[src/hw/rtl/pfe_pkg.sv]
package pfe_pkg;

  // Packet store limit: bytes beyond this many are dropped.
  localparam int MAX_PACKET_BYTES = 2048;
  // Byte position and packet length, wide enough to hold MAX_PACKET_BYTES itself.
  localparam int POS_W = $clog2(MAX_PACKET_BYTES) + 1;
  // Offsets that add a header offset, a word offset and a small constant.
  localparam int OFF_W = POS_W + 1;

  localparam int HDR_OFF_W = 11;
  localparam int WORD_W    = 32;
  localparam int CFG_IDX_W = 3;
  localparam int CFG_DATA_W = 32;

  // Header layout, in bytes from the start of the header concerned.
  localparam int IP_FRAG_HI_POS  = 6;
  localparam int IP_FRAG_LO_POS  = 7;
  localparam int IP_PROTO_POS    = 9;
  localparam int TCP_DOFF_POS    = 12;
  localparam int TCP_MIN_HDR     = 20;
  localparam int UDP_HDR_BYTES   = 8;
  localparam int WORD_BYTES      = 4;

  localparam logic [7:0] PROTO_TCP = 8'd6;
  localparam logic [7:0] PROTO_UDP = 8'd17;

  typedef enum logic [2:0] {
    MODE_IP_HEADER = 3'd0,
    MODE_TCP_UDP   = 3'd1,
    MODE_TRANSPORT = 3'd2,
    MODE_PAYLOAD   = 3'd3,
    MODE_PROTOCOL  = 3'd4
  } pfe_mode_e;

  typedef enum logic [CFG_IDX_W-1:0] {
    REG_FIELD_MODE     = 3'd0,
    REG_MATCH_PROTOCOL = 3'd1,
    REG_WORD_OFFSET    = 3'd2,
    REG_SHIFT_AMOUNT   = 3'd3,
    REG_FIELD_MASK     = 3'd4,
    REG_FIELD_LENGTH   = 3'd5,
    REG_INCREMENTAL    = 3'd6
  } pfe_reg_e;

  typedef struct packed {
    logic [7:0]           data_byte;
    logic                 first_byte;
    logic                 last_byte;
    logic                 has_net_header;
    logic [HDR_OFF_W-1:0] net_offset;
    logic [HDR_OFF_W-1:0] trans_offset;
    logic [WORD_W-1:0]    prior_aggregate;
  } pfe_in_t;

  typedef struct packed {
    logic [WORD_W-1:0] aggregate;
    logic              rejected;
  } pfe_out_t;

  typedef struct packed {
    pfe_mode_e            field_mode;
    logic [7:0]           match_protocol;
    logic [HDR_OFF_W-1:0] word_offset;
    logic [4:0]           shift_amount;
    logic [WORD_W-1:0]    field_mask;
    logic [5:0]           field_length;
    logic                 incremental;
  } pfe_cfg_t;

  // What the byte scan knows about a packet once its last byte is in.
  typedef struct packed {
    logic [WORD_W-1:0]    word_ip;     // at net + word_offset
    logic [WORD_W-1:0]    word_l4;     // at trans + word_offset
    logic [WORD_W-1:0]    word_l4_4;   // at trans + 4 + word_offset
    logic [WORD_W-1:0]    word_l4_8;   // at trans + 8 + word_offset
    logic [WORD_W-1:0]    word_l4_dyn; // at trans + 4 * data offset + word_offset
    logic [7:0]           ip_protocol;
    logic                 frag_zero;
    logic [3:0]           tcp_data_words;
    logic [POS_W-1:0]     length;
    logic                 has_net;
    logic [HDR_OFF_W-1:0] net_offset;
    logic [HDR_OFF_W-1:0] trans_offset;
    logic [WORD_W-1:0]    prior;
  } pfe_summary_t;

endpackage

[src/hw/rtl/pfe_scan.sv]
module pfe_scan (
  input  logic                  clk,
  input  logic                  rst,
  input  logic                  take,
  input  pfe_pkg::pfe_in_t      item,
  input  pfe_pkg::pfe_cfg_t     cfg,
  output pfe_pkg::pfe_summary_t summary
);
  import pfe_pkg::*;

  logic [POS_W-1:0]     pos;
  logic                 has_net;
  logic [HDR_OFF_W-1:0] net_off;
  logic [HDR_OFF_W-1:0] trans_off;
  logic [WORD_W-1:0]    prior;
  logic [7:0]           hist [3];
  logic [7:0]           ip_protocol;
  logic [4:0]           frag_hi;
  logic [7:0]           frag_lo;
  logic [3:0]           tcp_words;
  logic                 dyn_armed;
  logic [OFF_W-1:0]     dyn_end;
  logic [WORD_W-1:0]    word_ip, word_l4, word_l4_4, word_l4_8, word_l4_dyn;

  logic                 start;
  logic [POS_W-1:0]     cur_pos;
  logic [OFF_W-1:0]     cur_pos_x;
  logic                 stored;
  logic                 eff_has_net;
  logic [HDR_OFF_W-1:0] eff_net, eff_trans;
  logic [WORD_W-1:0]    eff_prior;
  logic [OFF_W-1:0]     net_x, trans_x, wo_x;
  logic [WORD_W-1:0]    window;
  logic [7:0]           proto_next;
  logic [4:0]           frag_hi_next;
  logic [7:0]           frag_lo_next;
  logic [3:0]           tcp_words_next;
  logic                 dyn_armed_next;
  logic [OFF_W-1:0]     dyn_end_next;
  logic                 hit_doff;
  logic [POS_W-1:0]     pos_next;
  logic [WORD_W-1:0]    word_ip_next, word_l4_next, word_l4_4_next;
  logic [WORD_W-1:0]    word_l4_8_next, word_l4_dyn_next;

  // A packet starts on a marked first byte, or on any byte after a last byte.
  assign start     = item.first_byte || (pos == '0);
  assign cur_pos   = item.first_byte ? '0 : pos;
  assign cur_pos_x = OFF_W'(cur_pos);
  assign stored    = cur_pos < POS_W'(MAX_PACKET_BYTES);

  assign eff_has_net = item.first_byte ? item.has_net_header  : has_net;
  assign eff_net     = item.first_byte ? item.net_offset      : net_off;
  assign eff_trans   = item.first_byte ? item.trans_offset    : trans_off;
  assign eff_prior   = item.first_byte ? item.prior_aggregate : prior;

  assign net_x   = OFF_W'(eff_net);
  assign trans_x = OFF_W'(eff_trans);
  assign wo_x    = OFF_W'(cfg.word_offset);
  assign window  = {hist[2], hist[1], hist[0], item.data_byte};

  assign hit_doff = stored && (cur_pos_x == trans_x + OFF_W'(TCP_DOFF_POS));

  always_comb begin
    proto_next     = start ? '0 : ip_protocol;
    frag_hi_next   = start ? '0 : frag_hi;
    frag_lo_next   = start ? '0 : frag_lo;
    tcp_words_next = start ? '0 : tcp_words;
    dyn_armed_next = start ? 1'b0 : dyn_armed;
    dyn_end_next   = dyn_end;
    if (stored && (cur_pos_x == net_x + OFF_W'(IP_PROTO_POS))) begin
      proto_next = item.data_byte;
    end
    if (stored && (cur_pos_x == net_x + OFF_W'(IP_FRAG_HI_POS))) begin
      frag_hi_next = item.data_byte[4:0];
    end
    if (stored && (cur_pos_x == net_x + OFF_W'(IP_FRAG_LO_POS))) begin
      frag_lo_next = item.data_byte;
    end
    if (hit_doff) begin
      tcp_words_next = item.data_byte[7:4];
      dyn_armed_next = 1'b1;
      dyn_end_next   = trans_x + OFF_W'({item.data_byte[7:4], 2'b00}) + wo_x
                       + OFF_W'(WORD_BYTES - 1);
    end
  end

  // A word is taken when its last byte is the byte now arriving.
  always_comb begin
    word_ip_next     = word_ip;
    word_l4_next     = word_l4;
    word_l4_4_next   = word_l4_4;
    word_l4_8_next   = word_l4_8;
    word_l4_dyn_next = word_l4_dyn;
    if (stored) begin
      if (cur_pos_x == net_x + wo_x + OFF_W'(WORD_BYTES - 1)) begin
        word_ip_next = window;
      end
      if (cur_pos_x == trans_x + wo_x + OFF_W'(WORD_BYTES - 1)) begin
        word_l4_next = window;
      end
      if (cur_pos_x == trans_x + wo_x + OFF_W'(WORD_BYTES + WORD_BYTES - 1)) begin
        word_l4_4_next = window;
      end
      if (cur_pos_x == trans_x + wo_x + OFF_W'(UDP_HDR_BYTES + WORD_BYTES - 1)) begin
        word_l4_8_next = window;
      end
      if (!start && dyn_armed && (cur_pos_x == dyn_end)) begin
        word_l4_dyn_next = window;
      end
    end
  end

  assign pos_next = stored ? cur_pos + POS_W'(1) : cur_pos;

  always_comb begin
    summary.word_ip        = word_ip_next;
    summary.word_l4        = word_l4_next;
    summary.word_l4_4      = word_l4_4_next;
    summary.word_l4_8      = word_l4_8_next;
    summary.word_l4_dyn    = word_l4_dyn_next;
    summary.ip_protocol    = proto_next;
    summary.frag_zero      = (frag_hi_next == '0) && (frag_lo_next == '0);
    summary.tcp_data_words = tcp_words_next;
    summary.length         = pos_next;
    summary.has_net        = eff_has_net;
    summary.net_offset     = eff_net;
    summary.trans_offset   = eff_trans;
    summary.prior          = eff_prior;
  end

  always_ff @(posedge clk) begin
    if (rst) begin
      pos         <= '0;
      has_net     <= 1'b0;
      net_off     <= '0;
      trans_off   <= '0;
      prior       <= '0;
      ip_protocol <= '0;
      frag_hi     <= '0;
      frag_lo     <= '0;
      tcp_words   <= '0;
      dyn_armed   <= 1'b0;
    end else if (take) begin
      pos         <= item.last_byte ? '0 : pos_next;
      has_net     <= eff_has_net;
      net_off     <= eff_net;
      trans_off   <= eff_trans;
      prior       <= eff_prior;
      ip_protocol <= proto_next;
      frag_hi     <= frag_hi_next;
      frag_lo     <= frag_lo_next;
      tcp_words   <= tcp_words_next;
      dyn_armed   <= dyn_armed_next;
    end
  end

  always_ff @(posedge clk) begin
    if (take) begin
      if (stored) begin
        hist[2] <= hist[1];
        hist[1] <= hist[0];
        hist[0] <= item.data_byte;
      end
      dyn_end     <= dyn_end_next;
      word_ip     <= word_ip_next;
      word_l4     <= word_l4_next;
      word_l4_4   <= word_l4_4_next;
      word_l4_8   <= word_l4_8_next;
      word_l4_dyn <= word_l4_dyn_next;
    end
  end

  a_pos_bound: assert property (@(posedge clk) disable iff (rst)
    pos <= POS_W'(MAX_PACKET_BYTES))
    else $error("byte position beyond packet store limit");

  a_pos_restart: assert property (@(posedge clk) disable iff (rst)
    take && item.last_byte |=> pos == '0)
    else $error("byte position not restarted after last byte");

  a_dyn_after_doff: assert property (@(posedge clk) disable iff (rst)
    take && hit_doff |=> dyn_armed)
    else $error("payload word tracking not armed after data offset byte");

endmodule

[src/hw/rtl/pfe_select.sv]
module pfe_select (
  input  pfe_pkg::pfe_summary_t summary,
  input  pfe_pkg::pfe_cfg_t     cfg,
  output pfe_pkg::pfe_out_t     result
);
  import pfe_pkg::*;

  logic             is_tcp, is_udp, tcp_room, found;
  logic [OFF_W-1:0] trans_x, len_x, base, word_end;
  logic [WORD_W-1:0] word, field, prior_sh, agg;

  assign is_tcp   = summary.ip_protocol == PROTO_TCP;
  assign is_udp   = summary.ip_protocol == PROTO_UDP;
  assign trans_x  = OFF_W'(summary.trans_offset);
  assign len_x    = OFF_W'(summary.length);
  assign tcp_room = trans_x + OFF_W'(TCP_MIN_HDR) <= len_x;

  always_comb begin
    found = 1'b0;
    base  = trans_x;
    word  = summary.word_l4;
    case (cfg.field_mode)
      MODE_IP_HEADER: begin
        found = 1'b1;
        base  = OFF_W'(summary.net_offset);
        word  = summary.word_ip;
      end
      MODE_TCP_UDP: begin
        found = summary.frag_zero && (is_tcp || is_udp);
      end
      MODE_TRANSPORT: begin
        found = summary.frag_zero;
      end
      MODE_PAYLOAD: begin
        if (summary.frag_zero && is_tcp && tcp_room) begin
          found = 1'b1;
          base  = trans_x + OFF_W'({summary.tcp_data_words, 2'b00});
          case (summary.tcp_data_words)
            4'd0:    word = summary.word_l4;
            4'd1:    word = summary.word_l4_4;
            4'd2:    word = summary.word_l4_8;
            default: word = summary.word_l4_dyn;
          endcase
        end else if (summary.frag_zero && is_udp) begin
          found = 1'b1;
          base  = trans_x + OFF_W'(UDP_HDR_BYTES);
          word  = summary.word_l4_8;
        end
      end
      MODE_PROTOCOL: begin
        found = summary.frag_zero && (summary.ip_protocol == cfg.match_protocol);
      end
      default: begin
        found = 1'b0;
      end
    endcase
  end

  assign word_end = base + OFF_W'(cfg.word_offset) + OFF_W'(WORD_BYTES);
  assign field    = (word >> cfg.shift_amount) & cfg.field_mask;
  assign prior_sh = cfg.field_length[5] ? '0 : (summary.prior << cfg.field_length[4:0]);
  assign agg      = cfg.incremental ? prior_sh + field : field;

  always_comb begin
    result.rejected  = !summary.has_net || !found || (word_end > len_x);
    result.aggregate = result.rejected ? '0 : agg;
  end

endmodule

[src/hw/rtl/packet_header_field_extractor_core.sv]
// The summary register takes a packet's summary with its last byte; the result
// register then takes the result once it is free or emptying.
// Throughput: one byte per cycle while in_ready is high; one result per packet.
// The rate is set by the byte scan, which does a few offset compares per byte.
// Reset is synchronous and active high; it restores the register defaults and
// empties the summary and result stages.
module packet_header_field_extractor_core (
  input  logic                                 clk,
  input  logic                                 rst,
  input  logic                                 in_valid,
  output logic                                 in_ready,
  input  pfe_pkg::pfe_in_t                     in_data,
  output logic                                 out_valid,
  input  logic                                 out_ready,
  output pfe_pkg::pfe_out_t                    out_data,
  input  logic                                 cfg_write,
  input  logic [pfe_pkg::CFG_IDX_W-1:0]        cfg_index,
  input  logic [pfe_pkg::CFG_DATA_W-1:0]       cfg_data
);
  import pfe_pkg::*;

  // The block works on a byte stream and never holds the packet itself.  For
  // every word position that any base could choose (IP header, transport
  // header, transport plus four, transport plus eight, and transport plus the
  // TCP data offset) the scan keeps the word whose last byte has gone by.  The
  // header bytes that decide the base are tracked the same way.  When the last
  // byte arrives, the packet summary is registered, the base is chosen from it
  // and the result is registered in the next stage.

  pfe_cfg_t     cfg;
  pfe_summary_t summary_next;
  pfe_summary_t summary;
  logic         sum_valid;
  pfe_out_t     result;
  logic         in_take;
  logic         sum_load;
  logic         out_load;

  // Configuration registers, written without handshake.
  always_ff @(posedge clk) begin
    if (rst) begin
      cfg.field_mode     <= MODE_IP_HEADER;
      cfg.match_protocol <= '0;
      cfg.word_offset    <= '0;
      cfg.shift_amount   <= '0;
      cfg.field_mask     <= '1;
      cfg.field_length   <= 6'd32;
      cfg.incremental    <= 1'b0;
    end else if (cfg_write) begin
      case (cfg_index)
        REG_FIELD_MODE:     cfg.field_mode     <= pfe_mode_e'(cfg_data[2:0]);
        REG_MATCH_PROTOCOL: cfg.match_protocol <= cfg_data[7:0];
        REG_WORD_OFFSET:    cfg.word_offset    <= cfg_data[HDR_OFF_W-1:0];
        REG_SHIFT_AMOUNT:   cfg.shift_amount   <= cfg_data[4:0];
        REG_FIELD_MASK:     cfg.field_mask     <= cfg_data[WORD_W-1:0];
        REG_FIELD_LENGTH:   cfg.field_length   <= cfg_data[5:0];
        REG_INCREMENTAL:    cfg.incremental    <= cfg_data[0];
        default: begin
        end
      endcase
    end
  end

  // The result register empties when the consumer takes its transaction; the
  // summary moves on whenever the result register is free or emptying.  A new
  // byte is taken whenever the summary stage could absorb a last byte.
  assign out_load = sum_valid && (!out_valid || out_ready);
  assign in_ready = !sum_valid || out_load;
  assign in_take  = in_valid && in_ready;
  assign sum_load = in_take && in_data.last_byte;

  pfe_scan u_scan (
    .clk     (clk),
    .rst     (rst),
    .take    (in_take),
    .item    (in_data),
    .cfg     (cfg),
    .summary (summary_next)
  );

  pfe_select u_select (
    .summary (summary),
    .cfg     (cfg),
    .result  (result)
  );

  always_ff @(posedge clk) begin
    if (rst) begin
      sum_valid <= 1'b0;
      out_valid <= 1'b0;
    end else begin
      sum_valid <= sum_load || (sum_valid && !out_load);
      out_valid <= out_load || (out_valid && !out_ready);
    end
  end

  always_ff @(posedge clk) begin
    if (sum_load) begin
      summary <= summary_next;
    end
    if (out_load) begin
      out_data <= result;
    end
  end

  a_bad_is_zero: assert property (@(posedge clk) disable iff (rst)
    out_valid && out_data.rejected |-> out_data.aggregate == '0)
    else $error("bad packet transaction carries a nonzero aggregate");

  a_summary_kept: assert property (@(posedge clk) disable iff (rst)
    sum_valid && !out_load |=> sum_valid && $stable(summary))
    else $error("packet summary lost while result stage was full");

  a_last_reaches_summary: assert property (@(posedge clk) disable iff (rst)
    sum_load |=> sum_valid)
    else $error("last byte accepted without a packet summary");

  a_no_overrun: assert property (@(posedge clk) disable iff (rst)
    out_valid && !out_ready && sum_valid |-> !in_ready)
    else $error("byte accepted with both stages blocked");

endmodule

[config.mk]
export PLATFORM = sky130hd
export DESIGN_NAME = packet_header_field_extractor_core
export DESIGN_NICKNAME = d
export VERILOG_FILES = /design/src/hw/rtl/pfe_pkg.sv /design/src/hw/rtl/pfe_scan.sv /design/src/hw/rtl/pfe_select.sv /design/src/hw/rtl/packet_header_field_extractor_core.sv
export SDC_FILE = /design/constraint.sdc
export NUM_CORES = 2
export LEC_CHECK = 0
export ABC_CLOCK_PERIOD_IN_PS = 23800
export BUFFER_PORTS_ARGS = -buffer_cell sky130_fd_sc_hd__buf_2
export CAP_MARGIN = 5
export CORE_ASPECT_RATIO = 1.25
export CORE_MARGIN = 4
export CORE_UTILIZATION = 60
export DETAILED_ROUTE_END_ITERATION = 8
export PLACE_DENSITY = 0.78
export SLEW_MARGIN = 30
export SYNTH_ARGS = -nofsm -noshare
export SYNTH_HDL_FRONTEND = slang
export SYNTH_SLANG_ARGS = --single-unit
[constraint.sdc]
create_clock -name clk -period 23.8 [get_ports clk]
set_input_delay 4.76 -clock clk [delete_from_list [all_inputs] [get_ports clk]]
set_output_delay 4.76 -clock clk [all_outputs]
set_load 0.02 [all_outputs]
## After elaboration in Yosys (flattened, before gate mapping)

Memories as Yosys holds them, arrays and structs flattened.
Cells that the tools add are included.

- Register bits after elaboration: 607
- Bits in latches: 0
- RAM bits: 24
- Bits in read-only memories: 0
- Input bits: 105
- Word-level logic and storage cells: 181
- Memories: 1

- $add $sub $neg: 20
- $mul: 0
- Div/mod/pow operators: 0
- Magnitude comparators: 3
- Equality and inequality tests: 24
- Shift operators: 2
- Muxes and demuxes: 42
- Bitwise operators: 1
- Reductions and logical operators: 48

Memory list:

| memory | depth | width | rd ports | clocked after Yosys merged registers in | write ports | RTL line | RTL |
|---|---|---|---|---|---|---|---|
| u_scan.hist | 3 | 8 | 3 | 0 | 3 | pfe_scan.sv:16 | `logic [7:0] hist [3];` |

Operators with widths:

| kind | count |
|---|---|
| $mux 32 | 15 |
| $eq 12x13->1 | 9 |
| $pmux 32 s3 | 1 |
| $pmux 32 s2 | 1 |
| $add 13x2->13 const B | 3 |
| $add 11x4->12 const B | 3 |
| $mux 12 | 3 |
| $add 32x32->32 | 1 |
| $and 32x32->32 | 1 |
| $mux 8 | 4 |
| $shl 32x5->32 | 1 |
| $shr 32x5->32 | 1 |
| $add 13x11->13 | 2 |
| $add 13x3->13 const B | 2 |
| $mux 13 | 2 |
| $pmux 13 s2 | 1 |
| $add 11x11->12 | 2 |
| $add 11x3->12 const B | 2 |
| $add 11x6->12 | 2 |
| $mux 11 | 2 |
| $reduce_and 2->1 | 9 |
| $logic_and 1x1->1 | 17 |
| $add 13x4->13 const B | 1 |
| $gt 13x12->1 | 1 |
| 24 further kinds | 54 |

## Logic depth before layout (Yosys ltp)

- Depth in word-level cells: 9
- Mapped depth: 40
- Mapped depth without buffers: 35

## Modules after synthesis

A second synthesis with hierarchy kept.

- Cell total of the unflattened synthesis: 3,588
- Area total of the unflattened synthesis: 38,460.6 µm²

Modules (own cells, without submodules):

| module | times used | cells each | area an instance (µm²) | sequential area each (µm²) |
|---|---|---|---|---|
| pfe_scan | 1 | 1,507 | 16,937.5 | 7,777.5 |
| packet_header_field_extractor_core | 1 | 555 | 10,996.8 | 9,559.2 |
| pfe_select | 1 | 1,526 | 10,526.3 | 0.0 |

## Worst setup path before layout

Ideal clock, no wire load.

- Kind: input to register
- Start: input out_ready
- End: register summary[0] (netlist name)
- Setup time: 591 ps
- Arrival: 10,361 ps
- Required time: 23,209 ps
- Setup slack: 12,848 ps
- Stages on the path: 7
- Buffers on the path: 1
- Path through: nor2b_1 > nand2_1 > nand2_1 > clkinv_1 > clkbuf_1 > nand2_1 > inv_1

- Word-level cells in the longest chain between the ends: 5

RTL lines:

| element | RTL line | RTL |
|---|---|---|
| from (decl) | packet_header_field_extractor_core.sv:14 | `input logic out_ready,` |
| $logic_or 1x1->1 | packet_header_field_extractor_core.sv:67 | `assign out_load = sum_valid && (!out_valid \|\| out_ready);` |
| $logic_and 1x1->1 | packet_header_field_extractor_core.sv:67 |  |
| $logic_or 1x1->1 | packet_header_field_extractor_core.sv:68 | `assign in_ready = !sum_valid \|\| out_load;` |
| named net in_ready | packet_header_field_extractor_core.sv:11 | `output logic in_ready,` |
| $logic_and 1x1->1 | packet_header_field_extractor_core.sv:69 | `assign in_take = in_valid && in_ready;` |
| $logic_and 1x1->1 | packet_header_field_extractor_core.sv:70 | `assign sum_load = in_take && in_data.last_byte;` |
| named net sum_load | packet_header_field_extractor_core.sv:36 | `logic sum_load;` |

The timed path passes the listed nets, and every way through them passes these cells.
A chain may end at the register's enable or synchronous reset.

## Final worst setup path

- Start: input out_ready
- End: output in_ready

- Word-level cells in the longest chain between the ends: 3

RTL lines:

| element | RTL line |
|---|---|
| $logic_or 1x1->1 | packet_header_field_extractor_core.sv:67 |
| $logic_and 1x1->1 | packet_header_field_extractor_core.sv:67 |
| $logic_or 1x1->1 | packet_header_field_extractor_core.sv:68 |
| to (decl) | packet_header_field_extractor_core.sv:11 |

No other way between the ends.

==> run metrics <==
status=completed; Max Fanout on Critical Path=3; DRC Markers=0; Detail Placement HPWL=74200 microns; switch share=27.0%; Peak Freq=97.9 MHz; row cnt=101; Vias=28700; CP endpoint kind=output pin; H-tree level count=2; pwr dens=65.6 nW/um^2; clk_skew=50.4 ps; Post-CTS Hold Buffers=0; CP Launch Type=input pin; post-synth top area share=38.2%; synth top area cells=edfxtp_1 (38%), dfxtp_1 (8.7%), mux2_2 (6.4%), ha_1 (4.8%), mux2i_1 (3.8%); final period utilization=42.9%; GR Overflow Total=0; Clock Tree Root=clkbuf_16; Clk pwr share=37.3%; GP Congestion=1.02; Yosys warning total=0; Core Box Area=60900 sq um; CTS tree=done; worst r2r src=summary[36]; die area=65600 sq um; post-CTS sizing=0; Reg2Reg Depth=29; DRT antenna net count=0; Synthesized Nets=3688; chip width=230 microns; Post-synth EDFFs=470; Max clock buf depth=3; Mean Syn Cell Area=10.8 sq um; Max Slew Vio Count=0; initial antenna violation count=1; Setup crit start=out_ready; unrepaired setup endpoints after global routing=no; Hold Crit Depth=2; GR Util All Layers=31.6%; HP Start=u_scan.prior[12]; Hold Vio Cnt, Final=0; global-route wire length before repair=164000 microns; # setup viols final=0; TNS Setup=0 ps; maximum vdd drop=0.0715 mV; net switching power=0.000714 W; NumNets Final=3720; Combinational Power Share=14.7%; vias in the first global route=28500; total power=0.00265 W; Via density=6.62; asr flop ratio synth=0%; setup bufs post-CTS=0; Yosys cell types=96; worst path required time=19040 ps; Port Buffers=139; Detailed Routing Iterations Pass 1=6; Leakage=15.2 nW; Worst-Skew Late Latency=680 ps; share of cells above drive strength 1=16.9%; Layout area overhead=9.27%; Seq/Total Area, Yosys=46.9%; Mapped Area=37000 sq um; critical path arrival=5460 ps; CTS clk-pin slew, worst paths=60 ps; fin crit period=10220 ps; Worst-Margin Slew=1010 ps; # IOs=140; largest net degree at the start of global routing=121; Seq pwr share=47.9%; Inserted Clock Buffers=61; Setup CP Type=input pin to output pin; initial DRC count=2864; Worst Hold Class=flip-flop to flip-flop; average wire per standard cell=24.8 microns; Core Util, Final=66.3%; Yosys top cell by area=edfxtp_1; post-synthesis cell count=3435; Seq cells post-synth=631; Num Clock Sinks=631; number of fill cells=4632; Top FF cell, synth=edfxtp_1; Pint=0.00194 W; Post-Route WL=108000 microns; initial cell density of the core=60.7%; maxcap violations=0; Rel. slew slack=33.0%; die height=285 microns
-- cell usage after synthesis (all sizes together), types with 53 or more instances --
| library cell | n |
|---|---|
| edfxtp | 470 |
| nor2 | 299 |
| nand2 | 276 |
| mux2 | 230 |
| a21oi | 199 |
| clkbuf | 165 |
| dfxtp | 161 |
| mux2i | 144 |
| ha | 141 |
| o21ai | 120 |
| xnor2 | 109 |
| inv | 108 |
| nor2b | 80 |
| a211oi | 67 |
| a22oi | 64 |
| xor2 | 55 |
| nand3 | 53 |
-- registers in the layout (all words and copies together) (netlist names), 8 cells and up --
signal              flops
summary               240
cfg                    66
out_data               33
u_scan.prior           32
u_scan.word_ip         32
u_scan.word_l4         32
u_scan.word_l4_4       32
u_scan.word_l4_8       32
u_scan.word_l4_dyn     32
u_scan.hist            24
u_scan.dyn_end         13
u_scan.pos             12
u_scan.net_off         11
u_scan.trans_off       11
u_scan.frag_lo          8
u_scan.ip_protocol      8
-- routing by layer --
metal | wire length [microns] | track usage (%)
met1 | 40800 | 39.0
met4 | 5970 | 15.9
met3 | 8040 | 4.53
met2 | 53000 | 54.6
met5 | 0 | 0
-- power by group through the flow --
stage | clock, W | combinational, W | sequential [W]
floorplan | 0 | 0.000273 | 0.00129
global placement | 0 | 0.000368 | 0.00129
detailed placement | 0 | 0.000381 | 0.00129
CTS | 0.00100 | 0.000384 | 0.00127
global route | 0.00105 | 0.000422 | 0.00127
finish | 0.000990 | 0.000391 | 0.00127
-- final cells by class --
class	count	area, sq um	share of cell area (%)
clock buffer	76	1680	4.15
multi-input combinational	2477	18400	45.6
clock inverter	40	393	0.973
timing repair buffer	183	1070	2.65
antenna	1	2.50	0.00620
tap	824	1030	2.55
inverter	113	439	1.09
sequential	631	17300	42.9
-- path summary, 6_finish.rpt --
path                           end  slack, ps
setup / recovery          in_ready      13580
setup reg to reg      out_data[32]      14740
hold reg to reg   u_scan.prior[12]        450
hold / removal    u_scan.prior[12]        450
-- logic make-up (layout without fill, tap and decap cells) --
group | count (synthesis) | in the layout | share of synthesized area, %
xor gates and xnor gates | 165 | 165 | 3.95
AOI/OAI and AO/OA | 801 | 801 | 14.9
other | 0 | 1 | 0
muxes | 413 | 413 | 13.3
buffers and inverters | 327 | 412 | 3.54
adders and majority gates | 148 | 148 | 5.15
DFF | 631 | 631 | 46.9
and+or+nand+nor | 950 | 950 | 12.2
-- cell usage in the layout (no fill, tap or decap), types with 55 or more instances in the layout --
master,instances
o21ai_0,109
buf_2,137
nand2_1,275
xnor2_1,109
a211oi_1,58
ha_1,141
inv_1,105
clkbuf_16,64
nor2_1,295
dfxtp_1,160
mux2i_1,142
edfxtp_1,470
xor2_1,55
mux2_2,210
nor2b_1,78
a22oi_1,64
a21oi_1,199
-- through the flow --
stage                     setup slack [ps]  hold slack, ps  std cells  area (sq um)
after floorplan                      12850             434       3435         37000
after global placement               13390             440       4226         38200
after detailed placement             13360             448       4228         38300
after CTS                            13580             456       4344         40300
after global routing                 13500             473       4344         40400
final                                13580             453       4345         40400
-- worst max-delay path, cell delays in order --
cell and delay (ps):
buf_2 90, nor2b_1 260, nand2_1 150, buf_2 180
Note: power is estimated with default switching activity, not from simulation.
